[config.mk]
export PLATFORM = sky130hd
export DESIGN_NAME = stun_xor_mapped_address_parser_core_flat
export DESIGN_NICKNAME = d
export VERILOG_FILES = /design/src/rtl/sxmap_pkg.sv /design/src/rtl/sxmap_if.sv /design/src/rtl/sxmap_cfg.sv /design/src/rtl/sxmap_parser.sv /design/src/rtl/stun_xor_mapped_address_parser_core.sv /design/src/flat_wrapper.sv
export SDC_FILE = /design/constraint.sdc
export NUM_CORES = 1
export LEC_CHECK = 0
export BUFFER_PORTS_ARGS = -buffer_cell sky130_fd_sc_hd__buf_2
export CAP_MARGIN = 5
export CORE_UTILIZATION = 40
export CTS_CLUSTER_DIAMETER = 120
export DETAILED_ROUTE_END_ITERATION = 8
export GPL_ROUTABILITY_DRIVEN = 0
export PLACE_DENSITY = 0.63
export SLEW_MARGIN = 10
export SYNTH_ARGS = -nofsm -noshare
export SYNTH_HDL_FRONTEND = slang
export SYNTH_SLANG_ARGS = --single-unit
export TNS_END_PERCENT = 30
[constraint.sdc]
create_clock -name clk -period 10.1 [get_ports clk]
set_clock_uncertainty 0.05 [all_clocks]
set_input_delay 3.03 -clock clk [delete_from_list [all_inputs] [get_ports clk]]
set_output_delay 3.03 -clock clk [all_outputs]
set_load 0.01 [all_outputs]
[src/rtl/sxmap_pkg.sv]
// sxmap_pkg: types, constants and helpers for the STUN XOR-MAPPED-ADDRESS parser.
// No dependencies; used by sxmap_cfg, sxmap_parser and the top level.
package sxmap_pkg;

    localparam int MAX_MESSAGE_BYTES = 2048;
    localparam int OFFSET_W          = $clog2(MAX_MESSAGE_BYTES + 1);

    localparam int APB_ADDR_W = 4;
    localparam int APB_DATA_W = 32;

    localparam logic [4:0]  ID_FIRST        = 5'd8;
    localparam logic [4:0]  HEADER_LAST     = 5'd19;
    localparam logic [31:0] MAGIC_COOKIE    = 32'h2112_A442;
    localparam logic [15:0] PORT_MASK       = 16'h2112;
    localparam logic [15:0] XOR_MAPPED_TYPE = 16'h0020;
    localparam logic [7:0]  FAMILY_V4       = 8'h01;
    localparam logic [7:0]  FAMILY_V6       = 8'h02;

    localparam logic [1:0]  FAM_CODE_V4    = 2'd0;
    localparam logic [1:0]  FAM_CODE_V6    = 2'd1;
    localparam logic [1:0]  FAM_CODE_OTHER = 2'd2;

    typedef enum logic [1:0] {
        PH_HEADER   = 2'd0,
        PH_ATTR_HDR = 2'd1,
        PH_ATTR_VAL = 2'd2
    } phase_t;

    typedef enum logic [1:0] {
        REG_TXN_ID_HIGH = 2'd0,
        REG_TXN_ID_MID  = 2'd1,
        REG_TXN_ID_LOW  = 2'd2
    } reg_idx_t;

    typedef struct packed {
        logic        id_match;
        logic        address_found;
        logic [1:0]  addr_family;
        logic [15:0] mapped_port;
        logic [31:0] mapped_ipv4;
        logic        truncated;
    } result_t;

    function automatic logic [1:0] family_code(input logic [7:0] b);
        logic [1:0] code;
        if (b == FAMILY_V4) begin
            code = FAM_CODE_V4;
        end else if (b == FAMILY_V6) begin
            code = FAM_CODE_V6;
        end else begin
            code = FAM_CODE_OTHER;
        end
        return code;
    endfunction

endpackage

[src/rtl/sxmap_if.sv]
// sxmap_msg_if / sxmap_res_if: valid/ready channels for message bytes and results.
// No dependencies.
interface sxmap_msg_if;
    logic       valid;
    logic       ready;
    logic [7:0] data_byte;
    logic       end_of_message;

    modport source (output valid, output data_byte, output end_of_message, input ready);
    modport sink   (input valid, input data_byte, input end_of_message, output ready);
endinterface

interface sxmap_res_if;
    logic        valid;
    logic        ready;
    logic        id_match;
    logic        address_found;
    logic [1:0]  addr_family;
    logic [15:0] mapped_port;
    logic [31:0] mapped_ipv4;
    logic        truncated;

    modport source (output valid, output id_match, output address_found,
                    output addr_family, output mapped_port, output mapped_ipv4,
                    output truncated, input ready);
    modport sink   (input valid, input id_match, input address_found,
                    input addr_family, input mapped_port, input mapped_ipv4,
                    input truncated, output ready);
endinterface

[src/rtl/sxmap_cfg.sv]
// sxmap_cfg: APB register file holding the 96-bit expected transaction ID.
// Depends on sxmap_pkg.
module sxmap_cfg (
    input  logic                             clk,
    input  logic                             rst_n,
    input  logic                             psel,
    input  logic                             penable,
    input  logic                             pwrite,
    input  logic [sxmap_pkg::APB_ADDR_W-1:0] paddr,
    input  logic [sxmap_pkg::APB_DATA_W-1:0] pwdata,
    output logic [sxmap_pkg::APB_DATA_W-1:0] prdata,
    output logic                             pready,
    output logic [95:0]                      txn_id
);

    logic [31:0] id_high_reg;
    logic [31:0] id_mid_reg;
    logic [31:0] id_low_reg;
    logic        wr_en;
    sxmap_pkg::reg_idx_t idx;

    assign pready = 1'b1;
    assign wr_en  = psel && penable && pwrite;
    assign idx    = sxmap_pkg::reg_idx_t'(paddr[3:2]);
    assign txn_id = {id_high_reg, id_mid_reg, id_low_reg};

    always_ff @(posedge clk or negedge rst_n)
    begin
        if (!rst_n)
        begin
            id_high_reg <= '0;
            id_mid_reg  <= '0;
            id_low_reg  <= '0;
        end
        else if (wr_en)
        begin
            unique case (idx)
                sxmap_pkg::REG_TXN_ID_HIGH: id_high_reg <= pwdata;
                sxmap_pkg::REG_TXN_ID_MID:  id_mid_reg  <= pwdata;
                sxmap_pkg::REG_TXN_ID_LOW:  id_low_reg  <= pwdata;
                default: ;
            endcase
        end
    end

    always_comb
    begin
        unique case (idx)
            sxmap_pkg::REG_TXN_ID_HIGH: prdata = id_high_reg;
            sxmap_pkg::REG_TXN_ID_MID:  prdata = id_mid_reg;
            sxmap_pkg::REG_TXN_ID_LOW:  prdata = id_low_reg;
            default:                    prdata = '0;
        endcase
    end

endmodule

[src/rtl/sxmap_parser.sv]
// sxmap_parser: per-byte header/TLV walk state and result formation for one message.
// Depends on sxmap_pkg.
module sxmap_parser (
    input  logic                 clk,
    input  logic                 rst_n,
    input  logic                 accept,
    input  logic [7:0]           data_byte,
    input  logic                 end_of_message,
    input  logic [95:0]          txn_id,
    output sxmap_pkg::result_t   res
);

    logic [sxmap_pkg::OFFSET_W-1:0] offset_reg, offset_next, offset_upd;
    logic                           id_eq_reg, id_eq_next, id_eq_upd;
    sxmap_pkg::phase_t              phase_reg, phase_next, phase_upd;
    logic [15:0]                    type_reg, type_next, type_upd;
    logic [15:0]                    left_reg, left_next, left_upd;
    logic [3:0]                     vidx_reg, vidx_next, vidx_upd;
    logic                           found_reg, found_next, found_upd;
    logic [1:0]                     fam_reg, fam_next, fam_upd;
    logic [15:0]                    port_reg, port_next, port_upd;
    logic [31:0]                    addr_reg, addr_next, addr_upd;
    logic [1:0]                     pfam_reg, pfam_upd;
    logic [15:0]                    pport_reg, pport_upd;
    logic [31:0]                    paddr_reg, paddr_upd;

    logic [4:0]  id_k;
    logic [7:0]  id_byte;
    logic [15:0] len_shift;
    logic        decode;
    logic        header_done;

    assign id_k    = offset_reg[4:0] - sxmap_pkg::ID_FIRST;
    assign id_byte = txn_id[8'd95 - {id_k[3:0], 3'b000} -: 8];

    // byte update
    always_comb
    begin
        offset_upd = offset_reg;
        id_eq_upd  = id_eq_reg;
        phase_upd  = phase_reg;
        type_upd   = type_reg;
        left_upd   = left_reg;
        vidx_upd   = vidx_reg;
        found_upd  = found_reg;
        fam_upd    = fam_reg;
        port_upd   = port_reg;
        addr_upd   = addr_reg;
        pfam_upd   = pfam_reg;
        pport_upd  = pport_reg;
        paddr_upd  = paddr_reg;
        len_shift  = {((vidx_reg == 4'd2) ? 8'h00 : left_reg[7:0]), data_byte};
        decode     = (type_reg == sxmap_pkg::XOR_MAPPED_TYPE) && id_eq_reg
                     && (vidx_reg < 4'd8);
        if (offset_reg < sxmap_pkg::OFFSET_W'(sxmap_pkg::MAX_MESSAGE_BYTES))
        begin
            offset_upd = offset_reg + 1'b1;
            unique case (phase_reg)
                sxmap_pkg::PH_HEADER:
                begin
                    if (offset_reg >= sxmap_pkg::OFFSET_W'(sxmap_pkg::ID_FIRST)
                        && id_byte != data_byte)
                    begin
                        id_eq_upd = 1'b0;
                    end
                    if (offset_reg[4:0] == sxmap_pkg::HEADER_LAST)
                    begin
                        phase_upd = sxmap_pkg::PH_ATTR_HDR;
                        vidx_upd  = '0;
                    end
                end
                sxmap_pkg::PH_ATTR_HDR:
                begin
                    if (vidx_reg < 4'd2)
                    begin
                        type_upd = {type_reg[7:0], data_byte};
                        if (vidx_reg == 4'd0)
                        begin
                            left_upd = '0;
                        end
                    end
                    else
                    begin
                        left_upd = len_shift;
                    end
                    vidx_upd = vidx_reg + 1'b1;
                    if (vidx_reg == 4'd3)
                    begin
                        vidx_upd  = '0;
                        phase_upd = (len_shift == 16'd0) ? sxmap_pkg::PH_ATTR_HDR
                                                         : sxmap_pkg::PH_ATTR_VAL;
                    end
                end
                sxmap_pkg::PH_ATTR_VAL:
                begin
                    if (decode)
                    begin
                        if (vidx_reg == 4'd1)
                        begin
                            pfam_upd = sxmap_pkg::family_code(data_byte);
                        end
                        else if (vidx_reg == 4'd2 || vidx_reg == 4'd3)
                        begin
                            pport_upd = {pport_reg[7:0], data_byte};
                        end
                        else if (vidx_reg >= 4'd4)
                        begin
                            paddr_upd = {paddr_reg[23:0], data_byte};
                        end
                        if (vidx_reg == 4'd7)
                        begin
                            fam_upd   = pfam_reg;
                            port_upd  = pport_reg ^ sxmap_pkg::PORT_MASK;
                            addr_upd  = {paddr_reg[23:0], data_byte} ^ sxmap_pkg::MAGIC_COOKIE;
                            found_upd = 1'b1;
                        end
                    end
                    if (vidx_reg < 4'd8)
                    begin
                        vidx_upd = vidx_reg + 1'b1;
                    end
                    left_upd = left_reg - 1'b1;
                    if (left_reg == 16'd1)
                    begin
                        phase_upd = sxmap_pkg::PH_ATTR_HDR;
                        vidx_upd  = '0;
                        type_upd  = '0;
                    end
                end
                default: ;
            endcase
        end
    end

    // result from the state after this byte
    always_comb
    begin
        header_done       = (phase_upd != sxmap_pkg::PH_HEADER);
        res.id_match      = header_done && id_eq_upd;
        res.address_found = found_upd;
        res.addr_family   = found_upd ? fam_upd  : 2'd0;
        res.mapped_port   = found_upd ? port_upd : 16'd0;
        res.mapped_ipv4   = found_upd ? addr_upd : 32'd0;
        res.truncated     = !header_done
                            || (phase_upd == sxmap_pkg::PH_ATTR_HDR && vidx_upd != 4'd0)
                            || (phase_upd == sxmap_pkg::PH_ATTR_VAL && left_upd != 16'd0);
    end

    // message boundary returns everything to reset values
    always_comb
    begin
        offset_next = offset_reg;
        id_eq_next  = id_eq_reg;
        phase_next  = phase_reg;
        type_next   = type_reg;
        left_next   = left_reg;
        vidx_next   = vidx_reg;
        found_next  = found_reg;
        fam_next    = fam_reg;
        port_next   = port_reg;
        addr_next   = addr_reg;
        if (accept)
        begin
            if (end_of_message)
            begin
                offset_next = '0;
                id_eq_next  = 1'b1;
                phase_next  = sxmap_pkg::PH_HEADER;
                type_next   = '0;
                left_next   = '0;
                vidx_next   = '0;
                found_next  = 1'b0;
                fam_next    = '0;
                port_next   = '0;
                addr_next   = '0;
            end
            else
            begin
                offset_next = offset_upd;
                id_eq_next  = id_eq_upd;
                phase_next  = phase_upd;
                type_next   = type_upd;
                left_next   = left_upd;
                vidx_next   = vidx_upd;
                found_next  = found_upd;
                fam_next    = fam_upd;
                port_next   = port_upd;
                addr_next   = addr_upd;
            end
        end
    end

    always_ff @(posedge clk or negedge rst_n)
    begin
        if (!rst_n)
        begin
            offset_reg <= '0;
            id_eq_reg  <= 1'b1;
            phase_reg  <= sxmap_pkg::PH_HEADER;
            type_reg   <= '0;
            left_reg   <= '0;
            vidx_reg   <= '0;
            found_reg  <= 1'b0;
            fam_reg    <= '0;
            port_reg   <= '0;
            addr_reg   <= '0;
        end
        else
        begin
            offset_reg <= offset_next;
            id_eq_reg  <= id_eq_next;
            phase_reg  <= phase_next;
            type_reg   <= type_next;
            left_reg   <= left_next;
            vidx_reg   <= vidx_next;
            found_reg  <= found_next;
            fam_reg    <= fam_next;
            port_reg   <= port_next;
            addr_reg   <= addr_next;
        end
    end

    // pending copies are fully rewritten before every commit
    always_ff @(posedge clk)
    begin
        if (accept)
        begin
            pfam_reg  <= pfam_upd;
            pport_reg <= pport_upd;
            paddr_reg <= paddr_upd;
        end
    end

endmodule

[src/rtl/stun_xor_mapped_address_parser_core.sv]
// stun_xor_mapped_address_parser_core: top level of the STUN XOR-MAPPED-ADDRESS parser.
// Depends on sxmap_pkg, sxmap_if, sxmap_cfg and sxmap_parser.
//
//   channel  kind         transaction payload
//   msg      valid/ready  data_byte, end_of_message
//   result   valid/ready  id_match, address_found, addr_family, mapped_port,
//                         mapped_ipv4, truncated
//   apb      psel/penable txn_id_high, txn_id_mid, txn_id_low at 0x0, 0x4, 0x8
//
// One byte per cycle while msg.ready is high; the parse state updates at the accepting edge.
// A result appears in the cycle after its final byte is accepted, from the result register.
// msg.ready drops only while a result is held and result.ready is low.
// Reset clears parse state, ID registers and the result valid flag.
module stun_xor_mapped_address_parser_core (
    input  logic                             clk,
    input  logic                             rst_n,
    input  logic                             psel,
    input  logic                             penable,
    input  logic                             pwrite,
    input  logic [sxmap_pkg::APB_ADDR_W-1:0] paddr,
    input  logic [sxmap_pkg::APB_DATA_W-1:0] pwdata,
    output logic [sxmap_pkg::APB_DATA_W-1:0] prdata,
    output logic                             pready,
    sxmap_msg_if.sink                        msg,
    sxmap_res_if.source                      result
);

    logic [95:0]        txn_id;
    logic               accept;
    logic               emit;
    sxmap_pkg::result_t res_comb;
    sxmap_pkg::result_t res_reg;
    logic               out_valid_reg, out_valid_next;

    sxmap_cfg u_cfg (
        .clk     (clk),
        .rst_n   (rst_n),
        .psel    (psel),
        .penable (penable),
        .pwrite  (pwrite),
        .paddr   (paddr),
        .pwdata  (pwdata),
        .prdata  (prdata),
        .pready  (pready),
        .txn_id  (txn_id)
    );

    sxmap_parser u_parser (
        .clk            (clk),
        .rst_n          (rst_n),
        .accept         (accept),
        .data_byte      (msg.data_byte),
        .end_of_message (msg.end_of_message),
        .txn_id         (txn_id),
        .res            (res_comb)
    );

    assign msg.ready = !out_valid_reg || result.ready;
    assign accept    = msg.valid && msg.ready;
    assign emit      = accept && msg.end_of_message;

    always_comb
    begin
        if (emit)
        begin
            out_valid_next = 1'b1;
        end
        else if (result.ready)
        begin
            out_valid_next = 1'b0;
        end
        else
        begin
            out_valid_next = out_valid_reg;
        end
    end

    always_ff @(posedge clk or negedge rst_n)
    begin
        if (!rst_n)
        begin
            out_valid_reg <= 1'b0;
        end
        else
        begin
            out_valid_reg <= out_valid_next;
        end
    end

    always_ff @(posedge clk)
    begin
        if (emit)
        begin
            res_reg <= res_comb;
        end
    end

    assign result.valid         = out_valid_reg;
    assign result.id_match      = res_reg.id_match;
    assign result.address_found = res_reg.address_found;
    assign result.addr_family   = res_reg.addr_family;
    assign result.mapped_port   = res_reg.mapped_port;
    assign result.mapped_ipv4   = res_reg.mapped_ipv4;
    assign result.truncated     = res_reg.truncated;

endmodule

[src/flat_wrapper.sv]
// flat-port wrapper written by rule: the top's interface ports become plain ports
module stun_xor_mapped_address_parser_core_flat 
  (clk, rst_n, psel, penable, pwrite, paddr, pwdata, prdata, pready, msg_valid, msg_data_byte, msg_end_of_message, msg_ready, result_valid, result_id_match, result_address_found, result_addr_family, result_mapped_port, result_mapped_ipv4, result_truncated, result_ready);
  sxmap_msg_if msg_i ();
  sxmap_res_if result_i ();
  input  logic clk;
  input  logic rst_n;
  input  logic psel;
  input  logic penable;
  input  logic pwrite;
  input  logic [sxmap_pkg::APB_ADDR_W-1:0] paddr;
  input  logic [sxmap_pkg::APB_DATA_W-1:0] pwdata;
  output logic [sxmap_pkg::APB_DATA_W-1:0] prdata;
  output logic pready;
  input wire logic [$bits(msg_i.valid)-1:0] msg_valid;
  input wire logic [$bits(msg_i.data_byte)-1:0] msg_data_byte;
  input wire logic [$bits(msg_i.end_of_message)-1:0] msg_end_of_message;
  output wire logic [$bits(msg_i.ready)-1:0] msg_ready;
  output wire logic [$bits(result_i.valid)-1:0] result_valid;
  output wire logic [$bits(result_i.id_match)-1:0] result_id_match;
  output wire logic [$bits(result_i.address_found)-1:0] result_address_found;
  output wire logic [$bits(result_i.addr_family)-1:0] result_addr_family;
  output wire logic [$bits(result_i.mapped_port)-1:0] result_mapped_port;
  output wire logic [$bits(result_i.mapped_ipv4)-1:0] result_mapped_ipv4;
  output wire logic [$bits(result_i.truncated)-1:0] result_truncated;
  input wire logic [$bits(result_i.ready)-1:0] result_ready;
  assign msg_i.valid = msg_valid;
  assign msg_i.data_byte = msg_data_byte;
  assign msg_i.end_of_message = msg_end_of_message;
  assign msg_ready = msg_i.ready;
  assign result_valid = result_i.valid;
  assign result_id_match = result_i.id_match;
  assign result_address_found = result_i.address_found;
  assign result_addr_family = result_i.addr_family;
  assign result_mapped_port = result_i.mapped_port;
  assign result_mapped_ipv4 = result_i.mapped_ipv4;
  assign result_truncated = result_i.truncated;
  assign result_i.ready = result_ready;
  stun_xor_mapped_address_parser_core u_core (.clk(clk), .rst_n(rst_n), .psel(psel), .penable(penable), .pwrite(pwrite), .paddr(paddr), .pwdata(pwdata), .prdata(prdata), .pready(pready), .msg(msg_i), .result(result_i));
endmodule
==> results.toml <==
[floorplanning]
rows = 68
die_w_um = 189
die_area_um2 = 35600
die_h_um = 189
initial_core_util_pct = 40.5
boundaryPins = 140
core-area_um2 = 34500

[clock_tree]
clock_sinks = 294
clk_latency_ps = 530
ctsHoldBuffers = 0
clkTransAtPathRegs_ps = 60
cts.htree.levels = 2
cts_tree = "built"
clock_path_buffers = 3
numCtsBuffers = 34
postCtsSetupRepairBufs = 0
cts-root-buf = "clkbuf_16"
cts_resized = 0

[global_routing]
track_usage_pct = 20.0
grt_pass1_wl_um = 56800
overflow = 0
grt_pass1_vias = 9927
grt_max_degree = 128
antenna_found_initial = 2

[place]
dp_hpwl_um = 22100
placed_cells = 1732
portBuffers = 136

[finish]
drive_gt1_share_pct = 26.0
area_delta_synth_final_pct = 15.4
nFillCells = 3200
fin_cells = 1796
final_nets = 1381

[logic_synthesis]
synth_nets = 1272
synth.distinct_cells = 76
synth_fa_ha_area_share_pct = 1.51
synth-seq-cells = 294
synth-seq-area-share_pct = 56.2
yosys_warnings = 0
syn_avg_cell_area_um2 = 11.6
synth-simple-area-share_pct = 12.5
synth_area_leaders = "dfrtp_1 36%, edfxtp_1 20%, mux2_2 8.0%"
netlist_instances = 1204
yosys-top-cells-count = "198 x dfrtp_1, 198 x nand2_1, 115 x o21ai_0, 99 x mux2_2, 95 x edfxtp_1"
synth-compound-area-share_pct = 11.3
synth_area_um2 = 13900
synth_async_sr_flop_share_pct = 67.7
yosys.area.top_type = "dfrtp_1"
synth_top_family_by_area = "multiplexers"
synth_mux_area_share_pct = 14.9
synth_top_area_share_pct = 35.5
synth_edf_count = 95
synth_xor_area_share_pct = 0.314
synthFlopType = "dfrtp_1"

[worst_setup_path]
crit_start = "paddr[2]"
cp.depth = 6
start_kind = "input pin"
cp_max_fo = 32
path_class = "in -> out"
endpoint_kind = "output port"
path_buf_inv = 3
worstPathRequired_ps = 7020
reg2regPathDepth = 9
cp_common_cell = "buf_2"
slowest_delay_ps = 750
critPathTopFamily = "simple AND/OR/NAND/NOR gates"
arrival_ps = 4930
worst_r2r_startpoint = "u_core.u_parser.phase_reg[0]"
cp_slowest_cell = "nor2b_4"
worstPathCellList = "buf_2 > buf_4 > nor2b_4 > nand2_1 > o21ai_0 > buf_2"

[timing]
setup_viol = 0
slew_violations = 0
fin_tns_setup_ps = 0
fmax_mhz = 125
slew_headroom_pct = 23.0
worst_pin_slew_ps = 1150
rsz0062_at_grt = "no"
fin_crit_ps = 8010
finalHoldViolCount = 0
fin_crit_sh_pct = 79.3

[detailed_routing]
vias_per_cell = 5.60
final_antenna_net_count = 0
dr.pass1.iters = 8
num_vias = 10000
drtIter0Drc = 803
wl_per_cell_um = 19.6
drc_errors = 4
wirelength_um = 35200

[worst_hold_path]
hp-start = "u_core.u_parser.pport_reg[8]"
whs_path_depth = 1
hold_path.class = "reg -> reg"

[outcome]
violations = "design-rule violations"
status = "finished, violations left"

[pwr]
irDropWorstVdd_mv = 0.118
p_per_area_nw_per_um2 = 196
leakage_nw = 6.90

[flow_run]
cap_violations = 0
[stage by stage]
stage	power [mW]	hold WS [ps]	util (%)	setup slack [ps]	instance area (um2)
floorplan	1.80	373	-	2820	13900
global placement	1.98	390	43.6	2100	15000
detailed placement	1.99	390	43.6	2100	15000
CTS	3.18	398	46.7	2110	16100
global route	3.30	421	46.7	2000	16100
finish	3.16	394	46.7	2090	16100
[layout make-up]
class                   count  area (um2)  share of cell area [%]
flip-flops and latches    294        7830                    48.7
well taps                 455         569                    3.54
diodes                      2        5.00                  0.0311
inverters                  23        86.3                   0.536
clock buffers              49         957                    5.95
repair buffers            151         802                    4.98
multi-input cells         809        5730                    35.6
clock inverters            13         114                   0.707
[where the power goes]
| part | internal [mW] | switching [mW] | total, mW |
|---|---|---|---|
| Combinational | 0.249 | 0.267 | 0.516 |
| Sequential | 1.34 | 0.115 | 1.46 |
| Clock | 0.690 | 0.492 | 1.18 |
[cells by family (layout without fill, tap and decap cells)]
group	after synthesis	in the layout
fa+ha+maj	17	17
compound gates	244	244
simple gates	376	376
flops	294	294
xor+xnor	5	5
buf+inv	101	236
other cells	1	3
mux	166	166
[worst paths after layout]
| check | slack, ps | to |
|---|---|---|
| setup / recovery | 2090 | prdata[11] |
| hold / removal | 390 | u_core.u_parser.port_reg[8] |
| setup reg to reg | 5830 | u_core.u_parser.addr_reg[3] |
| hold reg to reg | 390 | u_core.u_parser.port_reg[8] |
| max in group asynchronous | 5730 | u_core.u_parser.offset_reg[5] |
| min in group asynchronous | 2610 | u_core.u_parser.addr_reg[29] |
[placed cells by master (no fill, tap or decap), types with 13 or more instances in the layout]
master / netlist / routed
dfrtp_1: 198 / 198
ha_1: 16 / 16
a22o_1: 35 / 35
clkbuf_16: 0 / 34
a21oi_1: 22 / 22
mux2i_1: 42 / 42
a22oi_1: 13 / 13
inv_1: 23 / 23
nand3_1: 63 / 63
buf_4: 2 / 15
edfxtp_1: 95 / 95
nor2_1: 41 / 40
o21ai_0: 115 / 114
nand2_1: 198 / 197
mux4_2: 23 / 23
buf_2: 9 / 135
mux2_2: 99 / 99
[routing by layer]
metal / GRT usage, % / part of all wire, %
met4: 5.46 / 2.0
met3: 3.30 / 5.3
met5: 0 / 0
met2: 32.1 / 47
met1: 28.1 / 45
Power figures use the tool's default switching activity.
